$ cat config.mk
export PLATFORM = sky130hd
export DESIGN_NAME = four_wheel_steer_limit_sequencer_core
export DESIGN_NICKNAME = d
export VERILOG_FILES = /design/src/hdl/fwsl_pkg.sv /design/src/hdl/four_wheel_steer_limit_sequencer_core.sv /design/src/hdl/fwsl_front.sv /design/src/hdl/fwsl_queue.sv /design/src/hdl/fwsl_back.sv
export SDC_FILE = /design/constraint.sdc
export NUM_CORES = 1
export LEC_CHECK = 0
export BUFFER_PORTS_ARGS = -buffer_cell sky130_fd_sc_hd__buf_2
export CAP_MARGIN = 20
export CORE_MARGIN = 2
export CORE_UTILIZATION = 45
export CTS_BUF_LIST = sky130_fd_sc_hd__clkbuf_16
export DETAILED_ROUTE_END_ITERATION = 12
export PLACE_DENSITY_LB_ADDON = 0.3
export SYNTH_ARGS = -nofsm -noshare
export SYNTH_HDL_FRONTEND = slang
export SYNTH_SLANG_ARGS = --single-unit
$ cat constraint.sdc
create_clock -name i_clk -period 4.3 [get_ports i_clk]
set_clock_uncertainty 0.05 [all_clocks]
set_input_delay 0.645 -clock i_clk [delete_from_list [all_inputs] [get_ports i_clk]]
set_output_delay 0.645 -clock i_clk [all_outputs]
set_load 0.03 [all_outputs]
$ cat src/hdl/fwsl_pkg.sv
// Shared types, command codes and decode function for the four-wheel steer limit sequencer.
package fwsl_pkg;

    localparam int QUEUE_DEPTH_DEF = 2;
    localparam int CFG_IDX_W       = 8;
    localparam int CFG_DATA_W      = 8;
    localparam int NUM_WHEELS      = 4;

    localparam logic [CFG_IDX_W-1:0] CFG_MANUAL_DRIVE = CFG_IDX_W'(0);
    localparam logic [CFG_IDX_W-1:0] CFG_SPOT_DRIVE   = CFG_IDX_W'(1);

    localparam logic [CFG_DATA_W-1:0] MANUAL_DRIVE_RST = CFG_DATA_W'(150);
    localparam logic [CFG_DATA_W-1:0] SPOT_DRIVE_RST   = CFG_DATA_W'(100);

    localparam logic signed [15:0] CMD_ZERO      = 16'sd0;
    localparam logic signed [15:0] CMD_FL_NEG    = 16'sd1;
    localparam logic signed [15:0] CMD_FL_POS    = 16'sd2;
    localparam logic signed [15:0] CMD_FR_POS    = 16'sd3;
    localparam logic signed [15:0] CMD_FR_NEG    = 16'sd4;
    localparam logic signed [15:0] CMD_BL_POS    = 16'sd5;
    localparam logic signed [15:0] CMD_BL_NEG    = 16'sd6;
    localparam logic signed [15:0] CMD_STRAIGHT  = 16'sd7;
    localparam logic signed [15:0] CMD_SPOT_TURN = 16'sd8;
    localparam logic signed [15:0] CMD_FRONT_NEG = 16'sd25;
    localparam logic signed [15:0] CMD_FRONT_POS = 16'sd50;

    localparam logic [1:0] STATUS_IDLE        = 2'd0;
    localparam logic [1:0] STATUS_SPOT_RUN    = 2'd1;
    localparam logic [1:0] STATUS_SPOT_DONE   = 2'd2;
    localparam logic [1:0] STATUS_STRAIGHTING = 2'd3;

    typedef logic signed [8:0] t_drive;

    typedef enum logic [2:0] {
        OP_TICK,
        OP_ZERO_ALL,
        OP_MANUAL,
        OP_SPOT,
        OP_STRAIGHT,
        OP_INVALID
    } t_op;

    typedef struct packed {
        t_op                    op;
        logic [NUM_WHEELS-1:0]  wheel_mask;
        logic                   neg;
        logic [NUM_WHEELS-1:0]  straight_limits;
        logic [NUM_WHEELS-1:0]  turn_limits;
    } t_item;

    function automatic t_item decode(input logic func, input logic signed [15:0] command,
                                     input logic [3:0] straight_limits,
                                     input logic [3:0] turn_limits);
        t_item item;
        item.op              = OP_TICK;
        item.wheel_mask      = '0;
        item.neg             = 1'b0;
        item.straight_limits = straight_limits;
        item.turn_limits     = turn_limits;
        if (!func) begin
            unique case (command)
                CMD_ZERO:      item.op = OP_ZERO_ALL;
                CMD_FL_NEG:    begin item.op = OP_MANUAL; item.wheel_mask = 4'b0001;
                                     item.neg = 1'b1; end
                CMD_FL_POS:    begin item.op = OP_MANUAL; item.wheel_mask = 4'b0001; end
                CMD_FR_POS:    begin item.op = OP_MANUAL; item.wheel_mask = 4'b0010; end
                CMD_FR_NEG:    begin item.op = OP_MANUAL; item.wheel_mask = 4'b0010;
                                     item.neg = 1'b1; end
                CMD_BL_POS:    begin item.op = OP_MANUAL; item.wheel_mask = 4'b0100; end
                CMD_BL_NEG:    begin item.op = OP_MANUAL; item.wheel_mask = 4'b0100;
                                     item.neg = 1'b1; end
                CMD_FRONT_POS: begin item.op = OP_MANUAL; item.wheel_mask = 4'b0011; end
                CMD_FRONT_NEG: begin item.op = OP_MANUAL; item.wheel_mask = 4'b0011;
                                     item.neg = 1'b1; end
                CMD_SPOT_TURN: item.op = OP_SPOT;
                CMD_STRAIGHT:  item.op = OP_STRAIGHT;
                default:       item.op = OP_INVALID;
            endcase
        end
        return item;
    endfunction

endpackage

$ cat src/hdl/four_wheel_steer_limit_sequencer_core.sv
// Top level of the four-wheel steer limit sequencer: config registers, front, queue, back.
//
//  channel  | direction | handshake                     | payload
//  ---------+-----------+-------------------------------+------------------------------------
//  input    | in        | i_valid / o_stall             | func, command, straight/turn limits
//  result   | out       | o_valid / i_stall             | four drives, status, three flags
//  config   | in        | i_cfg_valid / o_cfg_ready     | i_cfg_index, i_cfg_data
//
// One item per cycle sustained while i_stall stays low; each item is written to a queue entry
// and then to the back-end result register before it appears on the result channel.
// Synchronous active-low reset clears queue, mode, status and drives; config returns to 150/100.
// o_stall rises only when the queue is full; the queue absorbs output stalls.
module four_wheel_steer_limit_sequencer_core #(
    parameter int QUEUE_DEPTH = fwsl_pkg::QUEUE_DEPTH_DEF
) (
    input  logic                              i_clk,
    input  logic                              i_rst_n,
    input  logic                              i_valid,
    output logic                              o_stall,
    input  logic                              i_func,
    input  logic signed [15:0]                i_command,
    input  logic [3:0]                        i_straight_limits,
    input  logic [3:0]                        i_turn_limits,
    output logic                              o_valid,
    input  logic                              i_stall,
    output logic signed [8:0]                 o_drive_front_left,
    output logic signed [8:0]                 o_drive_front_right,
    output logic signed [8:0]                 o_drive_back_left,
    output logic signed [8:0]                 o_drive_back_right,
    output logic [1:0]                        o_status_code,
    output logic                              o_mode_complete,
    output logic                              o_invalid_command,
    output logic                              o_busy_reject,
    input  logic                              i_cfg_valid,
    output logic                              o_cfg_ready,
    input  logic [fwsl_pkg::CFG_IDX_W-1:0]    i_cfg_index,
    input  logic [fwsl_pkg::CFG_DATA_W-1:0]   i_cfg_data
);

    logic [fwsl_pkg::CFG_DATA_W-1:0] r_manual_drive;
    logic [fwsl_pkg::CFG_DATA_W-1:0] r_spot_drive;
    logic                            queue_full;
    logic                            push;
    logic                            pop;
    logic                            queue_valid;
    fwsl_pkg::t_item                 front_item;
    fwsl_pkg::t_item                 queue_item;

    assign o_cfg_ready = 1'b1;

    always_ff @(posedge i_clk) begin
        if (!i_rst_n) begin
            r_manual_drive <= fwsl_pkg::MANUAL_DRIVE_RST;
            r_spot_drive   <= fwsl_pkg::SPOT_DRIVE_RST;
        end else if (i_cfg_valid && o_cfg_ready) begin
            unique case (i_cfg_index)
                fwsl_pkg::CFG_MANUAL_DRIVE: r_manual_drive <= i_cfg_data;
                fwsl_pkg::CFG_SPOT_DRIVE:   r_spot_drive   <= i_cfg_data;
                default: begin
                end
            endcase
        end
    end

    fwsl_front u_front (
        .i_valid           (i_valid),
        .i_queue_full      (queue_full),
        .i_func            (i_func),
        .i_command         (i_command),
        .i_straight_limits (i_straight_limits),
        .i_turn_limits     (i_turn_limits),
        .o_stall           (o_stall),
        .o_push            (push),
        .o_item            (front_item)
    );

    fwsl_queue #(
        .DEPTH (QUEUE_DEPTH)
    ) u_queue (
        .i_clk   (i_clk),
        .i_rst_n (i_rst_n),
        .i_push  (push),
        .i_data  (front_item),
        .i_pop   (pop),
        .o_full  (queue_full),
        .o_valid (queue_valid),
        .o_data  (queue_item)
    );

    fwsl_back u_back (
        .i_clk               (i_clk),
        .i_rst_n             (i_rst_n),
        .i_item_valid        (queue_valid),
        .i_item              (queue_item),
        .o_pop               (pop),
        .i_manual_drive      (r_manual_drive),
        .i_spot_drive        (r_spot_drive),
        .i_stall             (i_stall),
        .o_valid             (o_valid),
        .o_drive_front_left  (o_drive_front_left),
        .o_drive_front_right (o_drive_front_right),
        .o_drive_back_left   (o_drive_back_left),
        .o_drive_back_right  (o_drive_back_right),
        .o_status_code       (o_status_code),
        .o_mode_complete     (o_mode_complete),
        .o_invalid_command   (o_invalid_command),
        .o_busy_reject       (o_busy_reject)
    );

endmodule

$ cat src/hdl/fwsl_front.sv
// Front end: accepts input items and classifies them into queue entries.
module fwsl_front (
    input  logic                i_valid,
    input  logic                i_queue_full,
    input  logic                i_func,
    input  logic signed [15:0]  i_command,
    input  logic [3:0]          i_straight_limits,
    input  logic [3:0]          i_turn_limits,
    output logic                o_stall,
    output logic                o_push,
    output fwsl_pkg::t_item     o_item
);

    assign o_stall = i_queue_full;
    assign o_push  = i_valid && !i_queue_full;
    assign o_item  = fwsl_pkg::decode(i_func, i_command, i_straight_limits, i_turn_limits);

endmodule

$ cat src/hdl/fwsl_queue.sv
// Short queue of classified items between front and back end.
module fwsl_queue #(
    parameter int DEPTH = fwsl_pkg::QUEUE_DEPTH_DEF
) (
    input  logic            i_clk,
    input  logic            i_rst_n,
    input  logic            i_push,
    input  fwsl_pkg::t_item i_data,
    input  logic            i_pop,
    output logic            o_full,
    output logic            o_valid,
    output fwsl_pkg::t_item o_data
);

    localparam int PTR_W = (DEPTH > 1) ? $clog2(DEPTH) : 1;
    localparam int CNT_W = $clog2(DEPTH + 1);

    fwsl_pkg::t_item  r_mem [DEPTH];
    logic [PTR_W-1:0] r_wr_ptr;
    logic [PTR_W-1:0] r_rd_ptr;
    logic [CNT_W-1:0] r_count;
    logic             do_push;
    logic             do_pop;

    assign o_full  = (r_count == CNT_W'(DEPTH));
    assign o_valid = (r_count != '0);
    assign o_data  = r_mem[r_rd_ptr];
    assign do_push = i_push && !o_full;
    assign do_pop  = i_pop && o_valid;

    always_ff @(posedge i_clk) begin
        if (do_push) begin
            r_mem[r_wr_ptr] <= i_data;
        end
    end

    always_ff @(posedge i_clk) begin
        if (!i_rst_n) begin
            r_wr_ptr <= '0;
            r_rd_ptr <= '0;
            r_count  <= '0;
        end else begin
            if (do_push) begin
                r_wr_ptr <= (r_wr_ptr == PTR_W'(DEPTH - 1)) ? '0 : r_wr_ptr + 1'b1;
            end
            if (do_pop) begin
                r_rd_ptr <= (r_rd_ptr == PTR_W'(DEPTH - 1)) ? '0 : r_rd_ptr + 1'b1;
            end
            if (do_push && !do_pop) begin
                r_count <= r_count + 1'b1;
            end else if (do_pop && !do_push) begin
                r_count <= r_count - 1'b1;
            end
        end
    end

endmodule

$ cat src/hdl/fwsl_back.sv
// Back end: applies queued items to drive and mode state and holds the result register.
module fwsl_back (
    input  logic                  i_clk,
    input  logic                  i_rst_n,
    input  logic                  i_item_valid,
    input  fwsl_pkg::t_item       i_item,
    output logic                  o_pop,
    input  logic [7:0]            i_manual_drive,
    input  logic [7:0]            i_spot_drive,
    input  logic                  i_stall,
    output logic                  o_valid,
    output fwsl_pkg::t_drive      o_drive_front_left,
    output fwsl_pkg::t_drive      o_drive_front_right,
    output fwsl_pkg::t_drive      o_drive_back_left,
    output fwsl_pkg::t_drive      o_drive_back_right,
    output logic [1:0]            o_status_code,
    output logic                  o_mode_complete,
    output logic                  o_invalid_command,
    output logic                  o_busy_reject
);

    typedef enum logic [1:0] {
        MODE_IDLE,
        MODE_SPOT,
        MODE_STRAIGHT
    } t_mode;

    t_mode             r_mode, n_mode;
    fwsl_pkg::t_drive  r_drive [fwsl_pkg::NUM_WHEELS];
    fwsl_pkg::t_drive  n_drive [fwsl_pkg::NUM_WHEELS];
    logic [1:0]        r_status, n_status;
    logic              r_out_valid;
    fwsl_pkg::t_drive  r_res_drive [fwsl_pkg::NUM_WHEELS];
    logic [1:0]        r_res_status;
    logic              r_res_complete, n_complete;
    logic              r_res_invalid, n_invalid;
    logic              r_res_busy, n_busy;
    fwsl_pkg::t_drive  man_pos, man_neg, spot_pos, spot_neg;
    logic [3:0]        lim;

    assign o_pop    = i_item_valid && (!r_out_valid || !i_stall);
    assign man_pos  = fwsl_pkg::t_drive'({1'b0, i_manual_drive});
    assign man_neg  = -man_pos;
    assign spot_pos = fwsl_pkg::t_drive'({1'b0, i_spot_drive});
    assign spot_neg = -spot_pos;

    always_comb begin
        n_mode     = r_mode;
        n_drive    = r_drive;
        n_status   = r_status;
        n_complete = 1'b0;
        n_invalid  = 1'b0;
        n_busy     = 1'b0;
        lim        = '0;
        if (i_item.op != fwsl_pkg::OP_TICK) begin
            if (r_mode != MODE_IDLE) begin
                n_busy = 1'b1;
            end else begin
                unique case (i_item.op)
                    fwsl_pkg::OP_TICK: begin
                    end
                    fwsl_pkg::OP_ZERO_ALL: begin
                        for (int i = 0; i < fwsl_pkg::NUM_WHEELS; i++) n_drive[i] = '0;
                    end
                    fwsl_pkg::OP_MANUAL: begin
                        for (int i = 0; i < fwsl_pkg::NUM_WHEELS; i++) begin
                            if (i_item.wheel_mask[i]) n_drive[i] = i_item.neg ? man_neg : man_pos;
                        end
                    end
                    fwsl_pkg::OP_SPOT: begin
                        n_mode   = MODE_SPOT;
                        n_status = fwsl_pkg::STATUS_SPOT_RUN;
                    end
                    fwsl_pkg::OP_STRAIGHT: begin
                        n_mode   = MODE_STRAIGHT;
                        n_status = fwsl_pkg::STATUS_STRAIGHTING;
                    end
                    fwsl_pkg::OP_INVALID: begin
                        for (int i = 0; i < fwsl_pkg::NUM_WHEELS; i++) n_drive[i] = '0;
                        n_invalid = 1'b1;
                    end
                    default: begin
                    end
                endcase
            end
        end
        if (n_mode != MODE_IDLE) begin
            lim = (n_mode == MODE_SPOT) ? i_item.turn_limits : i_item.straight_limits;
            for (int i = 0; i < fwsl_pkg::NUM_WHEELS; i++) begin
                if (!lim[i]) begin
                    n_drive[i] = '0;
                end else if ((i % 2 == 1) != (n_mode == MODE_STRAIGHT)) begin
                    n_drive[i] = spot_neg;
                end else begin
                    n_drive[i] = spot_pos;
                end
            end
            if (lim == '0) begin
                n_status   = (n_mode == MODE_SPOT) ? fwsl_pkg::STATUS_SPOT_DONE
                                                   : fwsl_pkg::STATUS_IDLE;
                n_mode     = MODE_IDLE;
                n_complete = 1'b1;
            end
        end
    end

    always_ff @(posedge i_clk) begin
        if (!i_rst_n) begin
            r_mode      <= MODE_IDLE;
            r_status    <= fwsl_pkg::STATUS_IDLE;
            r_out_valid <= 1'b0;
            for (int i = 0; i < fwsl_pkg::NUM_WHEELS; i++) r_drive[i] <= '0;
        end else begin
            if (o_pop) begin
                r_mode         <= n_mode;
                r_status       <= n_status;
                r_drive        <= n_drive;
                r_res_drive    <= n_drive;
                r_res_status   <= n_status;
                r_res_complete <= n_complete;
                r_res_invalid  <= n_invalid;
                r_res_busy     <= n_busy;
                r_out_valid    <= 1'b1;
            end else if (!i_stall) begin
                r_out_valid    <= 1'b0;
            end
        end
    end

    assign o_valid             = r_out_valid;
    assign o_drive_front_left  = r_res_drive[0];
    assign o_drive_front_right = r_res_drive[1];
    assign o_drive_back_left   = r_res_drive[2];
    assign o_drive_back_right  = r_res_drive[3];
    assign o_status_code       = r_res_status;
    assign o_mode_complete     = r_res_complete;
    assign o_invalid_command   = r_res_invalid;
    assign o_busy_reject       = r_res_busy;

    a_complete_ends_mode: assert property (@(posedge i_clk) disable iff (!i_rst_n)
        r_out_valid && r_res_complete |-> r_mode == MODE_IDLE)
        else $error("mode still running after completion");

    a_invalid_zeroes: assert property (@(posedge i_clk) disable iff (!i_rst_n)
        r_out_valid && r_res_invalid |->
            r_res_drive[0] == '0 && r_res_drive[1] == '0 &&
            r_res_drive[2] == '0 && r_res_drive[3] == '0 && !r_res_busy)
        else $error("invalid command left drives set");

    a_spot_status: assert property (@(posedge i_clk) disable iff (!i_rst_n)
        r_mode == MODE_SPOT |-> r_status == fwsl_pkg::STATUS_SPOT_RUN)
        else $error("spot turn running with wrong status");

    a_straight_status: assert property (@(posedge i_clk) disable iff (!i_rst_n)
        r_mode == MODE_STRAIGHT |-> r_status == fwsl_pkg::STATUS_STRAIGHTING)
        else $error("straighten running with wrong status");

    a_result_holds: assert property (@(posedge i_clk) disable iff (!i_rst_n)
        r_out_valid && i_stall |=> r_out_valid && $stable(r_res_status))
        else $error("stalled result lost");

endmodule
==> results of run 1 <==
[registers in the layout (all words and copies together), names as in the netlist, named ones only]
| register | flops |
|---|---|
| u_queue.r_count | 2 |
| u_queue.r_rd_ptr | 1 |
| u_back.r_drive | 36 |
| u_back.o_drive_back_left | 9 |
| r_spot_drive | 8 |
| u_back.o_busy_reject | 1 |
| r_manual_drive | 8 |
| u_back.o_drive_front_right | 9 |
| u_queue.r_mem | 30 |
| u_back.r_status | 2 |
| u_back.o_invalid_command | 1 |
| u_back.o_status_code | 2 |
| u_back.o_drive_front_left | 9 |
| u_back.r_mode | 2 |
| u_back.o_drive_back_right | 9 |
| u_queue.r_wr_ptr | 1 |
| u_back.o_valid | 1 |
| u_back.o_mode_complete | 1 |
[cell type report]
type	count	area (sq um)	area share (%)
clock buffer	17	425.4	5.436
clock inverter	15	187.7	2.398
inverter	18	67.56	0.8633
multi-input combinational	460	3027	38.67
sequential	133	3373	43.10
tap	184	230.2	2.942
timing repair buffer	98	515.5	6.587
[layer usage]
metal	global-route usage, %	vias up	part of all wire (%)
met4	10.72	0	3.9
met1	27.47	2558	42
met3	5.862	41	6.8
met2	34.30	242	47
met5	0	-	0
li1	-	2554	-
[power groups by stage]
stage | registers, mW | clock network (mW) | logic [mW]
after detailed placement | 1.91 | 0 | 1.87
after global routing | 1.92 | 1.59 | 2.05
after CTS | 1.89 | 1.53 | 1.88
final | 1.89 | 1.51 | 1.89
after floorplan | 2.09 | 0 | 1.17
after global placement | 1.90 | 0 | 1.83
[Yosys cell counts, drive strengths merged (3+ instances only)]
cell type / instances
or4: 5
dfxtp: 62
a21boi: 3
xor2: 12
nor2b: 20
or3: 5
a21oi: 22
buf: 10
a22o: 10
nand3: 11
o21ai: 49
a31oi: 16
nor4bb: 3
nand2: 53
o32ai: 3
clkbuf: 27
o211ai: 10
a2bb2oi: 5
nor3: 10
nand2b: 13
mux2i: 34
inv: 18
and2: 7
a22oi: 9
o22ai: 10
nor3b: 3
o31ai: 3
nor2: 55
ha: 3
and3: 3
o2bb2ai: 10
mux2: 6
o21ba: 14
xnor2: 11
edfxtp: 71
nor4b: 6
or2: 4
nor4: 4
[cell families (layout without fill, tap and decap cells)]
| logic type | count (synthesis) | after routing | share of synthesized area [%] |
|---|---|---|---|
| buffers and inverters | 55 | 148 | 3.547 |
| other | 1 | 1 | 0.05655 |
| flip-flops | 133 | 133 | 50.87 |
| XOR/XNOR | 23 | 23 | 3.038 |
| adder cells (fa/ha/maj) | 3 | 3 | 0.5661 |
| multiplexers | 40 | 40 | 6.264 |
| AO/OA/AOI/OAI | 181 | 181 | 18.98 |
| AND/OR/NAND/NOR | 212 | 212 | 16.68 |
[critical path, cell delays in order (launching register included)]
cell and delay [ns]:
dfxtp_1 0.67, buf_4 0.39, mux2i_2 0.41, o211ai_2 0.29
or2_1 0.41, a31oi_1 0.23, o22ai_1 0.12, o21ba_1 0.21
[final timing paths]
path / startpoint / end / depth (start not counted)
worst max-delay path: flip-flop / u_back.r_drive[26] / 7
worst min-delay path: i_turn_limits[1] / u_queue.r_mem[0][1] / 1
worst max register to register: flip-flop / u_back.r_drive[26] / 7
worst min register to register: u_back.r_drive[1] / u_back.r_drive[1] / 2
==> impl_metrics.py, run 1 <==
metrics = {
    "logic_synthesis": {
        "synth_top_area_share_pct": 32.15,
        "ys.flop_type": "edfxtp_1",
        "syn_inst": 648,
        "ys_types": 71,
        "synth_top_cell_by_area": "edfxtp_1",
        "async_reset_ff_share_pct": 0,
        "seq_area_frac_synth_pct": 50.87,
        "syn_nets": 697,
        "synth_edf_count": 71,
        "syn_area_sq_um": 6631,
        "synth_seq_cells": 133,
        "ys_warn_count": 0,
        "avgSynthCellArea_sq_um": 10.23,
        "synth_area_leaders": "edfxtp_1 (32%), dfxtp_1 (19%), mux2i_1 (4.8%), o21ai_0 (3.4%), nor2_1 (3.1%)",
    },
    "die": {
        "die_height_um": 125.4,
        "pin_count": 90,
        "coreArea_sq_um": 14480,
        "dieArea_sq_um": 15720,
        "die_x_um": 125.4,
        "initial_utilization_pct": 45.80,
        "num_rows": 44,
    },
    "detailed_routing": {
        "vias_per_cell": 5.832,
        "wl_per_cell_um": 17.82,
        "antenna_left": 0,
        "vias": 5395,
        "first_pass_iters": 5,
        "drt-initial-drc-count": 625,
        "routed_wl_mm": 16.49,
        "drc": 0,
    },
    "clock_network": {
        "postCtsSetupBuffers": 0,
        "cts.clk_slew.worst_paths_ns": 0.06,
        "clk_path_buf_depth": 2,
        "hold_buffers": 0,
        "cts_tree": "yes",
        "insertion_delay_ns": 0.42,
        "cts_buffers": 17,
        "clkSinkCount": 133,
        "h-tree-depth": 4,
        "postCtsResizedCells": 0,
        "clk_root_buffer_cell": "clkbuf_16",
    },
    "flow_run": {
        "cap_violations": 0,
    },
    "sta": {
        "final-setup-viol-count": 0,
        "holdWs_ns": 0.3622,
        "finalCritPeriodShare_pct": 67.11,
        "worst_pin_slew_ns": 1.040,
        "hold_violations": 0,
        "tns_ns": 0,
        "relSlewSlack_pct": 30.38,
        "fin_crit_ns": 2.886,
        "setup_ws_ns": 1.414,
        "rsz0062_at_grt": "false",
        "slew_violations": 0,
        "fmax_mhz": 346.6,
    },
    "worst_setup_path": {
        "cp.required_ns": 4.57,
        "critPathCaptureType": "flip-flop",
        "critical_path_class": "flip-flop to flip-flop",
        "reg2reg_slack_ns": 1.41,
        "cp.arrival_ns": 3.15,
        "cp-start-kind": "flip-flop",
        "crit_fanout": 23,
    },
    "global_routing": {
        "first_global_vias": 5151,
        "grt_pass1_wl_mm": 26.79,
        "grt-ovfl-total": 0,
        "grt_max_degree": 63,
        "antenna_found_initial": 0,
        "gr-usage-all-layers_pct": 21.66,
    },
    "pwr": {
        "swShare_pct": 36.82,
        "finalPower_mw": 5.291,
        "p_seq_share_pct": 35.7,
        "power_frac_clock_pct": 28.5,
        "leakagePower_nw": 2.945,
        "switching_power_mw": 1.948,
        "ir_drop_v": 0.0003389,
        "powerDensity_nw_per_um2": 676.1,
        "combPwrFrac_pct": 35.8,
        "power.internal_mw": 3.343,
    },
    "cells_and_area": {
        "final_cell_count_no_fill": 925,
        "finish.utilization_pct": 54.05,
        "drive_above_1_share_pct": 21.46,
        "layout_commonest_cell": "buf_2",
        "design_area_sq_um": 7826,
        "syn2layout_area_growth_pct": 18.02,
        "diodes": 0,
        "most-common-layout-cells": "buf_2 (88), edfxtp_1 (71), dfxtp_1 (62)",
        "fillCellCount": 1293,
        "finalNetCount": 777,
    },
    "placement": {
        "io_buffers": 88,
        "place_congestion": 0.8930,
        "dp_hpwl_mm": 11.74,
        "placed_cell_area_sq_um": 7213,
        "place_ws_ns": 1.474,
        "dpl.cell_count": 893,
    },
    "worst_hold_path": {
        "hold_path_class": "input port to flip-flop",
    },
    "status": {
        "status": "complete, no violations",
    },
}
(Power assumes the default switching activity.)
==> inputs of run 2 (changes only) <==
- clock period: 4.3 -> 2.9 ns (I/O delays scaled with it)
==> impl_metrics.py, run 2 (same netlist as run 1, synthesis figures left out) <==
metrics = {
    "die": {
        "die_x_um": 125.4,
        "die_height_um": 125.4,
        "num_rows": 44,
        "initial_utilization_pct": 45.80,
        "coreArea_sq_um": 14480,
        "dieArea_sq_um": 15720,
        "pin_count": 90,
    },
    "placement": {
        "dp_hpwl_mm": 12.23,
        "place_congestion": 0.9523,
        "io_buffers": 88,
        "place_ws_ns": 0.1604,
        "dpl.cell_count": 902,
    },
    "worst_setup_path": {
        "cp.arrival_ns": 2.97,
        "cp.required_ns": 3.20,
        "worstReg2RegEnd": "u_back.r_drive[6]",
        "cp-start-kind": "flip-flop",
        "rr_worst_depth": 6,
        "crit_end": "u_back.r_drive[6]",
        "crit_start": "u_queue.r_mem[0][15]",
        "critPathCaptureType": "flip-flop",
        "crit_fanout": 9,
        "reg2reg_slack_ns": 0.23,
        "rr_startpoint": "u_queue.r_mem[0][15]",
        "critical_path_class": "flip-flop to flip-flop",
    },
    "cells_and_area": {
        "drive_above_1_share_pct": 21.87,
        "finalNetCount": 786,
        "regMostFlops": "u_back.r_drive",
        "reg_top3": "u_back.r_drive: 36 flops, u_queue.r_mem: 30 flops",
        "largest_register_ffs": 36,
        "final_cell_count_no_fill": 934,
        "fillCellCount": 1292,
        "seq_area_sq_um": 3374,
        "syn2layout_area_growth_pct": 18.55,
        "layout_commonest_cell": "buf_2",
        "most-common-layout-cells": "buf_2 (88), edfxtp_1 (71), dfxtp_1 (61)",
        "diodes": 0,
        "multi_input_area_sq_um": 3027,
    },
    "sta": {
        "final-setup-viol-count": 0,
        "relSlewSlack_pct": 50.88,
        "fin_crit_ns": 2.670,
        "setup_ws_ns": 0.2302,
        "worst_pin_slew_ns": 0.7341,
        "rsz0062_at_grt": "false",
        "fmax_mhz": 374.6,
        "tns_ns": 0,
        "slew_violations": 0,
        "holdWs_ns": 0.1455,
        "hold_violations": 0,
        "finalCritPeriodShare_pct": 92.06,
    },
    "pwr": {
        "swShare_pct": 37.21,
        "leakagePower_nw": 2.989,
        "power.internal_mw": 4.860,
        "power_frac_clock_pct": 26.7,
        "switching_power_mw": 2.879,
        "p_seq_share_pct": 36.1,
        "ir_drop_v": 0.0004599,
        "powerDensity_nw_per_um2": 984.4,
        "combPwrFrac_pct": 37.3,
    },
    "detailed_routing": {
        "drt-initial-drc-count": 468,
        "wl_per_cell_um": 18.17,
        "antenna_left": 0,
        "vias_per_cell": 5.789,
        "first_pass_iters": 5,
        "routed_wl_mm": 16.97,
        "drc": 0,
        "vias": 5407,
    },
    "global_routing": {
        "first_global_vias": 5131,
        "grt-ovfl-total": 0,
        "grt_pass1_wl_mm": 26.82,
        "antenna_found_initial": 0,
        "grt_max_degree": 63,
        "gr-usage-all-layers_pct": 21.63,
    },
    "clock_network": {
        "cts_tree": "yes",
        "cts.clk_slew.worst_paths_ns": 0.06,
        "cts_buffers": 17,
        "clkSinkCount": 133,
        "insertion_delay_ns": 0.43,
        "clk_root_buffer_cell": "clkbuf_16",
        "h-tree-depth": 4,
        "hold_buffers": 0,
        "clk_path_buf_depth": 2,
    },
    "worst_hold_path": {
        "hold_path_class": "input port to flip-flop",
        "hp-start": "i_turn_limits[0]",
    },
    "status": {
        "status": "complete, no violations",
    },
    "flow_run": {
        "cap_violations": 0,
    },
}
## run 2: worst min path at each step
stage | endpoint | cells past startpoint
CTS | u_queue.r_mem[0][2] | 1
finish | u_queue.r_mem[0][0] | 1
detailed placement | u_back.r_drive[16] | 2
floorplan | u_back.r_drive[34] | 2
global route | u_queue.r_mem[1][7] | 1
global placement | u_back.r_drive[1] | 2
## run 2: worst max-delay path, stage by stage, from the launching register on
cell and delay (ns):
edfxtp_1 0.50, nand4bb_1 0.31, a31oi_2 0.46, mux2_2 0.47, nor3_2 0.48, a22oi_1 0.17
nor2b_1 0.15
## run 2: area by class of cell
class | instances | area share [%]
inverters | 18 | 0.8595
flip-flops and latches | 133 | 42.93
repair buffers | 107 | 7.576
well taps | 184 | 2.929
multi-input cells | 460 | 38.50
clock buffers | 18 | 5.730
clock inverters | 14 | 1.480
## run 2: timing repair
action | CTS | global route
resized for setup | 0 | 1
setup endpoints to repair | 0 | 9
setup buffers | 0 | 0
## run 2: per-stage QoR
| step | cell area (sq um) | power [mW] | utilization (%) |
|---|---|---|---|
| floorplan | 6631 | 4.839 | - |
| global placement | 7293 | 5.604 | 50.37 |
| detailed placement | 7293 | 5.668 | 50.37 |
| CTS | 7860 | 7.740 | 54.29 |
| global route | 7861 | 8.124 | 54.29 |
| finish | 7861 | 7.739 | 54.29 |
## run 2: per-layer routing
layer | vias up | GRT usage (%) | wire length, um
met5 | - | 0 | 0
met4 | 0 | 8.039 | 405
met3 | 32 | 5.092 | 913
met2 | 178 | 36.09 | 8139
met1 | 2619 | 27.47 | 7513
li1 | 2578 | - | -
## run 2: power by group through the flow
stage	clock network [mW]	logic (mW)	registers (mW)
6_report	2.06	2.88	2.79
5_1_grt	2.17	3.11	2.84
4_1_cts	2.09	2.86	2.79
3_5_place_dp	0	2.85	2.82
3_3_place_gp	0	2.80	2.80
2_1_floorplan	0	1.74	3.10
